==> src/hw/rtl/pkcr_pkg.sv <==
// shared types and constants for the palette key color remap block
`default_nettype none

package pkcr_pkg;

    // default palette depth
    localparam int DEF_PALETTE_SLOTS = 64;

    // lanes per priority group
    localparam int GRP_LANES = 8;
    localparam int LANE_W    = 3;

    // field widths
    localparam int SLOT_W    = 6;
    localparam int CHAN_W    = 8;
    localparam int RGB_W     = 3 * CHAN_W;
    localparam int ENTRIES_W = 7;

    // stream widths
    localparam int S_TDATA_W = 64;
    localparam int M_TDATA_W = 32;

    // configuration port
    localparam int PADDR_W = 3;
    localparam int PDATA_W = 32;

    typedef enum logic {
        REG_PALETTE_ENTRIES = 1'b0,
        REG_UNUSED          = 1'b1
    } reg_idx_t;

    typedef enum logic {
        REQ_LOAD  = 1'b0,
        REQ_PIXEL = 1'b1
    } req_t;

    // one item as it travels down the pipeline
    typedef struct packed {
        req_t              req;
        logic [SLOT_W-1:0] slot;
        logic [RGB_W-1:0]  rgb;
        logic [CHAN_W-1:0] alpha;
        logic [RGB_W-1:0]  tgt;
    } item_t;

endpackage

`default_nettype wire

==> src/hw/rtl/pkcr_search.sv <==
// key store, parallel key compare and two-level priority pick
`default_nettype none

module pkcr_search #(
    parameter int PALETTE_SLOTS = pkcr_pkg::DEF_PALETTE_SLOTS,
    parameter int IDX_W         = (PALETTE_SLOTS > 1) ? $clog2(PALETTE_SLOTS) : 1
) (
    input  wire logic                           aclk,
    input  wire logic                           aresetn,
    input  wire logic                           adv,
    input  wire logic                           in_valid,
    input  wire pkcr_pkg::item_t                in_item,
    input  wire logic [pkcr_pkg::ENTRIES_W-1:0] entries,
    output logic                                v3,
    output pkcr_pkg::item_t                     item3,
    output logic                                hit,
    output logic [IDX_W-1:0]                    idx
);
    import pkcr_pkg::*;

    localparam int NGRP = (PALETTE_SLOTS + GRP_LANES - 1) / GRP_LANES;
    localparam int GI_W = (NGRP > 1) ? $clog2(NGRP) : 1;

    // stage registers
    logic  v1_reg, v2_reg, v3_reg;
    item_t item1_reg, item2_reg, item3_reg;

    // key store
    logic [RGB_W-1:0]         key_reg [PALETTE_SLOTS];
    logic [PALETTE_SLOTS-1:0] usable_reg;

    // compare stage
    logic [NGRP-1:0][GRP_LANES-1:0] match_next;
    logic [NGRP-1:0][GRP_LANES-1:0] match_reg;

    // group stage
    logic [NGRP-1:0]             ghit_next, ghit_reg;
    logic [NGRP-1:0][LANE_W-1:0] glane_next, glane_reg;

    // key write
    logic                  key_wr;
    logic [IDX_W+SLOT_W-1:0] slot_wide;
    logic [IDX_W-1:0]      widx;

    // final pick
    logic [GI_W-1:0]       gsel;
    logic [LANE_W-1:0]     lsel;
    logic [GI_W+LANE_W-1:0] idx_full;

    assign slot_wide = {{IDX_W{1'b0}}, item1_reg.slot};
    assign widx      = slot_wide[IDX_W-1:0];
    assign key_wr    = adv && v1_reg && (item1_reg.req == REQ_LOAD)
                       && (int'(item1_reg.slot) < PALETTE_SLOTS);

    always_ff @(posedge aclk) begin
        if (!aresetn) begin
            v1_reg <= 1'b0;
            v2_reg <= 1'b0;
            v3_reg <= 1'b0;
        end else if (adv) begin
            v1_reg <= in_valid;
            v2_reg <= v1_reg;
            v3_reg <= v2_reg;
        end
    end

    always_ff @(posedge aclk) begin
        if (adv) begin
            item1_reg  <= in_item;
            item2_reg  <= item1_reg;
            item3_reg  <= item2_reg;
            match_reg  <= match_next;
            ghit_reg   <= ghit_next;
            glane_reg  <= glane_next;
        end
    end

    // loads update the keys as they leave the compare stage
    always_ff @(posedge aclk) begin
        if (!aresetn) begin
            usable_reg <= '0;
        end else if (key_wr) begin
            usable_reg[widx] <= (item1_reg.alpha != '0);
        end
    end

    always_ff @(posedge aclk) begin
        if (key_wr) begin
            key_reg[widx] <= item1_reg.rgb;
        end
    end

    // one comparator per slot
    for (genvar k = 0; k < NGRP * GRP_LANES; k++) begin : g_cmp
        if (k < PALETTE_SLOTS) begin : g_live
            assign match_next[k / GRP_LANES][k % GRP_LANES] =
                usable_reg[k] && (key_reg[k] == item1_reg.rgb)
                && (k < int'(entries));
        end else begin : g_pad
            assign match_next[k / GRP_LANES][k % GRP_LANES] = 1'b0;
        end
    end

    // lowest set lane within each group
    always_comb begin
        for (int g = 0; g < NGRP; g++) begin
            ghit_next[g]  = |match_reg[g];
            glane_next[g] = '0;
            for (int l = GRP_LANES - 1; l >= 0; l--) begin
                if (match_reg[g][l]) begin
                    glane_next[g] = LANE_W'(l);
                end
            end
        end
    end

    // lowest hitting group
    always_comb begin
        hit  = 1'b0;
        gsel = '0;
        lsel = '0;
        for (int g = NGRP - 1; g >= 0; g--) begin
            if (ghit_reg[g]) begin
                hit  = 1'b1;
                gsel = GI_W'(g);
                lsel = glane_reg[g];
            end
        end
    end

    assign idx_full = {gsel, lsel};
    assign idx      = idx_full[IDX_W-1:0];
    assign v3       = v3_reg;
    assign item3    = item3_reg;

endmodule

`default_nettype wire

==> src/hw/rtl/palette_key_color_remap_top.sv <==
// top level of the palette key color remap block
//
//  channel   dir  handshake                 payload
//  s_*       in   s_tvalid / s_tready       s_tdata (load or pixel), s_tuser (req_type)
//  m_*       out  m_tvalid / m_tready       m_tdata (rgba out), m_tuser (matched)
//  apb       in   psel / penable / pready   paddr, pwdata, pwrite -> prdata
//
// one item per cycle sustained while m_tready keeps the output moving; a pixel passes
// the input register, compare register and group pick register, then final pick plus
// target memory read into the output register
// load items move down the same pipeline and produce no output item
// reset clears valid bits, slot usable bits and palette_entries; no clearing pass
// m_tready low with a pending output freezes every stage and drops s_tready
`default_nettype none

module palette_key_color_remap_top #(
    parameter int PALETTE_SLOTS = pkcr_pkg::DEF_PALETTE_SLOTS
) (
    input  wire logic                           aclk,
    input  wire logic                           aresetn,
    // input items
    input  wire logic                           s_tvalid,
    output logic                                s_tready,
    // slot[5:0], red[13:6], green[21:14], blue[29:22], alpha[37:30],
    // target_red[45:38], target_green[53:46], target_blue[61:54], zero pad
    input  wire logic [pkcr_pkg::S_TDATA_W-1:0] s_tdata,
    // req_type[0]
    input  wire logic                           s_tuser,
    // result items
    output logic                                m_tvalid,
    input  wire logic                           m_tready,
    // out_red[7:0], out_green[15:8], out_blue[23:16], out_alpha[31:24]
    output logic [pkcr_pkg::M_TDATA_W-1:0]      m_tdata,
    // matched[0]
    output logic                                m_tuser,
    // configuration
    input  wire logic                           psel,
    input  wire logic                           penable,
    input  wire logic                           pwrite,
    input  wire logic [pkcr_pkg::PADDR_W-1:0]   paddr,
    input  wire logic [pkcr_pkg::PDATA_W-1:0]   pwdata,
    output logic [pkcr_pkg::PDATA_W-1:0]        prdata,
    output logic                                pready
);
    import pkcr_pkg::*;

    localparam int IDX_W = (PALETTE_SLOTS > 1) ? $clog2(PALETTE_SLOTS) : 1;

    // configuration
    logic [ENTRIES_W-1:0] entries_reg;
    reg_idx_t             reg_idx;
    logic                 cfg_wr;

    // pipeline control
    logic  adv;
    item_t in_item;

    // search results for the item in stage 3
    logic             v3;
    item_t            item3;
    logic             hit3;
    logic [IDX_W-1:0] idx3;

    // target memory
    logic [RGB_W-1:0]          tgt_mem [PALETTE_SLOTS];
    logic                      tgt_wr;
    logic [IDX_W+SLOT_W-1:0]   slot_wide;
    logic [IDX_W-1:0]          widx;

    // output register
    logic              v4_reg, v4_next;
    logic [RGB_W-1:0]  rgb4_reg;
    logic [CHAN_W-1:0] alpha4_reg;
    logic              hit4_reg;
    logic [RGB_W-1:0]  tgt_rd_reg;
    logic [RGB_W-1:0]  rgb_out;

    // apb register
    assign pready  = 1'b1;
    assign reg_idx = reg_idx_t'(paddr[PADDR_W-1]);
    assign cfg_wr  = psel && penable && pwrite && pready;

    always_ff @(posedge aclk) begin
        if (!aresetn) begin
            entries_reg <= '0;
        end else if (cfg_wr && (reg_idx == REG_PALETTE_ENTRIES)) begin
            entries_reg <= pwdata[ENTRIES_W-1:0];
        end
    end

    always_comb begin
        unique case (reg_idx)
            REG_PALETTE_ENTRIES: prdata = {{(PDATA_W - ENTRIES_W){1'b0}}, entries_reg};
            default:             prdata = '0;
        endcase
    end

    // whole pipeline moves unless a finished pixel waits
    assign adv      = !v4_reg || m_tready;
    assign s_tready = adv;

    // unpack the input item
    assign in_item.req   = req_t'(s_tuser);
    assign in_item.slot  = s_tdata[5:0];
    assign in_item.rgb   = {s_tdata[13:6], s_tdata[21:14], s_tdata[29:22]};
    assign in_item.alpha = s_tdata[37:30];
    assign in_item.tgt   = {s_tdata[45:38], s_tdata[53:46], s_tdata[61:54]};

    pkcr_search #(
        .PALETTE_SLOTS (PALETTE_SLOTS),
        .IDX_W         (IDX_W)
    ) u_search (
        .aclk     (aclk),
        .aresetn  (aresetn),
        .adv      (adv),
        .in_valid (s_tvalid),
        .in_item  (in_item),
        .entries  (entries_reg),
        .v3       (v3),
        .item3    (item3),
        .hit      (hit3),
        .idx      (idx3)
    );

    // targets are written at the stage where pixels read them, keeping item order
    assign slot_wide = {{IDX_W{1'b0}}, item3.slot};
    assign widx      = slot_wide[IDX_W-1:0];
    assign tgt_wr    = adv && v3 && (item3.req == REQ_LOAD)
                       && (int'(item3.slot) < PALETTE_SLOTS);

    always_ff @(posedge aclk) begin
        if (tgt_wr) begin
            tgt_mem[widx] <= item3.tgt;
        end
        if (adv) begin
            tgt_rd_reg <= tgt_mem[idx3];
        end
    end

    // output register
    assign v4_next = v3 && (item3.req == REQ_PIXEL);

    always_ff @(posedge aclk) begin
        if (!aresetn) begin
            v4_reg <= 1'b0;
        end else if (adv) begin
            v4_reg <= v4_next;
        end
    end

    always_ff @(posedge aclk) begin
        if (adv) begin
            rgb4_reg   <= item3.rgb;
            alpha4_reg <= item3.alpha;
            hit4_reg   <= hit3;
        end
    end

    assign rgb_out  = hit4_reg ? tgt_rd_reg : rgb4_reg;
    assign m_tvalid = v4_reg;
    assign m_tdata  = {alpha4_reg, rgb_out[7:0], rgb_out[15:8], rgb_out[23:16]};
    assign m_tuser  = hit4_reg;

`ifndef SYNTHESIS
    // a match needs a nonzero palette_entries
    a_hit_needs_entries: assert property (@(posedge aclk) disable iff (!aresetn)
        m_tvalid && m_tuser |-> entries_reg != '0)
        else $error("matched output with no palette entries");

    // picked slot lies within the searched range
    a_idx_in_range: assert property (@(posedge aclk) disable iff (!aresetn)
        v3 && hit3 |-> int'(idx3) < int'(entries_reg))
        else $error("matched slot beyond palette_entries");

    // an empty output never backs up the input
    a_no_idle_stall: assert property (@(posedge aclk) disable iff (!aresetn)
        !m_tvalid |-> s_tready)
        else $error("input stalled with empty output");

    // a stalled pipeline leaves the key search result untouched
    a_stall_holds: assert property (@(posedge aclk) disable iff (!aresetn)
        m_tvalid && !m_tready |=> $stable(hit3) && $stable(v3))
        else $error("search stage changed during stall");
`endif

endmodule

`default_nettype wire

==> config.mk <==
export PLATFORM = sky130hd
export DESIGN_NAME = palette_key_color_remap_top
export DESIGN_NICKNAME = d
export VERILOG_FILES = /design/src/hw/rtl/pkcr_pkg.sv /design/src/hw/rtl/pkcr_search.sv /design/src/hw/rtl/palette_key_color_remap_top.sv
export SDC_FILE = /design/constraint.sdc
export NUM_CORES = 2
export LEC_CHECK = 0
export BUFFER_PORTS_ARGS = -buffer_cell sky130_fd_sc_hd__buf_2
export CORE_UTILIZATION = 58
export CTS_CLUSTER_SIZE = 24
export DETAILED_ROUTE_END_ITERATION = 12
export PLACE_DENSITY = 0.82
export SLEW_MARGIN = 20
export SYNTH_ARGS = -nofsm -noshare
export SYNTH_HDL_FRONTEND = slang
export SYNTH_SLANG_ARGS = --single-unit
==> constraint.sdc <==
create_clock -name aclk -period 17.2 [get_ports aclk]
set_input_delay 2.58 -clock aclk [delete_from_list [all_inputs] [get_ports aclk]]
set_output_delay 2.58 -clock aclk [all_outputs]
set_load 0.01 [all_outputs]
==> metrics <==
outcome completed; sum of negative setup slack 0 ps; slew at the pin with the worst max-slew slack 1240 ps; power density relative to cell area 122 nW/µm²; count of cells resized by post-cts repair 0; average cell area after synthesis 16.2 µm²; total global routing overflow 0; total cell area at the placement stage 144000 µm²; post-detailed-placement half-perimeter wirelength 183000 µm; crit-path cells buf_2 -> nand2b_4 -> buf_4 -> buf_2; number of rows created at floorplan 179; H-tree depth 5; post-CTS repair timing setup buffer count 0; number of buffers on the longest clock path 4; worst skew pair latency 960 ps; biggest area consumer among synthesized cells sky130_fd_sc_hd__edfxtp_1; share of the clock period used by the worst path 40.3%; final cell area excluding filler cells 155000 µm²; Async SR Flop Fraction 0%; CP Launch Type input pin; DRC 0; Global Route Usage Sum 28.7%; worst relative slew slack 17.1%; crit-path max cell delay 730 ps; Slew Limit Fails 0; quantity of hold-fixing buffers added after cts 0; layout overhead on the synthesized area 11.5%; cell type with the highest occurrence count on the critical path sky130_fd_sc_hd__buf_2; Synthesis Warnings 0; CTS Buf Count 348; minimum setup slack after placement 10180 ps; count leader, synth sky130_fd_sc_hd__edfxtp_1; unrepaired setup endpoints after global routing no; number of global-route vias before repair 79.2k; highest fanout seen on the critical path 54; DR vias 78.3k; Yosys cell types 76; detailed router's first-iteration violation count 9978; required time of the worst setup path 14620 ps; number of flip-flops and latches in the synthesized netlist 3489; clock-pin slew on the worst setup and hold paths 60 ps; number of buffer cells added on primary ports 119; arrival time of data at the critical path endpoint 4350 ps; layout cells sized above 1 12.1%; flip-flop cell with the highest count after synthesis sky130_fd_sc_hd__edfxtp_1; top cell types by occurrence after synthesis 3414 x sky130_fd_sc_hd__edfxtp_1, 953 x sky130_fd_sc_hd__nand2_1, 942 x sky130_fd_sc_hd__xor2_1, 594 x sky130_fd_sc_hd__xnor2_1, 342 x sky130_fd_sc_hd__nand3_1; total setup violations reported at the end of the flow 0; gate count after technology mapping 8588; Via density 6.39; first-pass detailed-route iteration total 8; Final Routed Wirelength 350000 µm; min setup slack post-route 10270 ps; Post-DRT Antenna Nets 0; highest ir drop seen on vdd 94.1 µV; post-route minimum period 6930 ps; die width 491 µm; Leakage 51.1 nW; antenna violations before repair 27; sequential fraction of the synthesis area 75.0%; number of synthesized flops with an enable pin 3414; slowest cell on the critical path sky130_fd_sc_hd__buf_4; Routed wire per std cell 28.5 µm; dominant cells by area after synthesis sky130_fd_sc_hd__edfxtp_1 74%, sky130_fd_sc_hd__xor2_1 5.9%, sky130_fd_sc_hd__xnor2_1 3.8%; TritonCTS clock tree done; number of top-level pins 175; routability-driven placement congestion ratio 0.827; final count of hold timing violations 0; global-route wire length before repair 509000 µm; critical path endpoint category primary output; achievable clock frequency 144 MHz; max cap viols 0; share of Yosys cell area claimed by the top area cell type 73.9%; Starting Density 58.3%; Crit Path Category input pin to primary output; Total Die Area 241000 µm²; Sinks on Clock Net 3489; core outline area 238000 µm²; Die Span Y 491 µm; largest net degree at the start of global routing 183; path category of the worst min-delay check flop to flop; netlist area before placement 139000 µm²; CTS root buffer sky130_fd_sc_hd__clkbuf_16; final worst clock skew 54.1 ps; Final nets 8932
==> layout make-up <==
type                       count  area [µm²]
sequential                  3489      104000
fill                       15000       83100
multi-input combinational   4638       33400
clock buffer                 454        9340
tap                         3167        3960
timing repair buffer         335        2510
clock inverter               158        1480
inverter                      13        48.8
antenna                       10        25.0
==> final timing paths <==
path                            cells after the start  slack, ps              startpoint                  to
worst min-delay path                                0        390  u_search.item2_reg[50]  u_search.item3[50]
worst max-delay path                                4      10270                m_tready            s_tready
worst min register to register                      0        390  u_search.item2_reg[50]  u_search.item3[50]
worst max register to register                     10      11200    u_search.ghit_reg[4]      tgt_rd_reg[12]
==> stage by stage <==
stage                     cells  hold WS (ps)  utilization [%]  total power, mW
final                     12300           391             65.1             18.9
after global routing      12300           389             65.1             19.4
after CTS                 12300           387             64.9             18.9
after detailed placement  11600           405             60.4             11.7
after global placement    11600           400             60.4             11.7
after floorplan            8612           400                -             10.9
==> cell usage in the layout (no fill, tap or decap), types with 21 or more instances in the layout <==
cell | netlist | layout
sky130_fd_sc_hd__nor3_1 | 68 | 64
sky130_fd_sc_hd__buf_4 | 49 | 193
sky130_fd_sc_hd__a32o_1 | 62 | 62
sky130_fd_sc_hd__xor2_1 | 942 | 942
sky130_fd_sc_hd__o22ai_1 | 42 | 41
sky130_fd_sc_hd__mux2_2 | 66 | 66
sky130_fd_sc_hd__buf_2 | 109 | 118
sky130_fd_sc_hd__o211a_1 | 64 | 64
sky130_fd_sc_hd__a32oi_1 | 33 | 33
sky130_fd_sc_hd__edfxtp_1 | 3414 | 3414
sky130_fd_sc_hd__nor4_1 | 299 | 299
sky130_fd_sc_hd__clkbuf_16 | 0 | 355
sky130_fd_sc_hd__or3_1 | 26 | 26
sky130_fd_sc_hd__nor2b_1 | 31 | 31
sky130_fd_sc_hd__mux4_2 | 47 | 47
sky130_fd_sc_hd__nand2_1 | 953 | 950
sky130_fd_sc_hd__conb_1 | 2 | 26
sky130_fd_sc_hd__a211oi_1 | 45 | 45
sky130_fd_sc_hd__nor2_4 | 1 | 88
sky130_fd_sc_hd__and2_1 | 24 | 24
sky130_fd_sc_hd__nand3_1 | 342 | 341
sky130_fd_sc_hd__buf_12 | 1 | 23
sky130_fd_sc_hd__nand4_1 | 188 | 188
sky130_fd_sc_hd__mux2i_1 | 194 | 194
sky130_fd_sc_hd__o21ai_1 | 21 | 21
sky130_fd_sc_hd__clkinv_1 | 0 | 69
sky130_fd_sc_hd__a21oi_1 | 26 | 26
sky130_fd_sc_hd__o2111ai_1 | 24 | 24
sky130_fd_sc_hd__xnor2_1 | 594 | 594
sky130_fd_sc_hd__a22oi_1 | 22 | 22
sky130_fd_sc_hd__clkinv_2 | 0 | 42
sky130_fd_sc_hd__a31oi_1 | 73 | 73
sky130_fd_sc_hd__dfxtp_1 | 75 | 75
sky130_fd_sc_hd__bufinv_16 | 0 | 27
sky130_fd_sc_hd__clkbuf_1 | 230 | 91
sky130_fd_sc_hd__nor2_2 | 4 | 49
sky130_fd_sc_hd__o211ai_1 | 23 | 23
sky130_fd_sc_hd__nor2_1 | 203 | 71
==> where the power goes <==
part	internal (mW)	total [mW]	switching (mW)
registers	9.43	9.54	0.108
clock network	4.22	7.29	3.07
logic	0.617	2.11	1.49
==> layer usage <==
| metal | part of all wire (%) | wire (µm) | vias up | GRT usage, % |
|---|---|---|---|---|
| li1 | - | - | 32800 | - |
| met4 | 6.7 | 23300 | 14 | 17.7 |
| met3 | 10 | 35300 | 1131 | 5.18 |
| met1 | 34 | 120000 | 39200 | 35.0 |
| met2 | 49 | 171000 | 5171 | 47.7 |
| met5 | 0.051 | 177 | - | 0 |
==> cell families (layout without fill, tap and decap cells) <==
family	count (synthesis)	in the layout	share of synthesized area, %
flip-flops	3489	3489	75.0
AO/OA/AOI/OAI	565	565	3.41
other	2	36	0.00541
AND/OR/NAND/NOR	2204	2204	7.57
buffers and inverters	485	960	1.64
XOR/XNOR	1536	1536	9.70
multiplexers	307	307	2.70
==> critical path, delay by kind of cell <==
| family | cells | cell delay, ps |
|---|---|---|
| and+or+nand+nor | 1 | 580 |
| buffers and inverters | 3 | 1080 |
(Power assumes the default switching activity.)
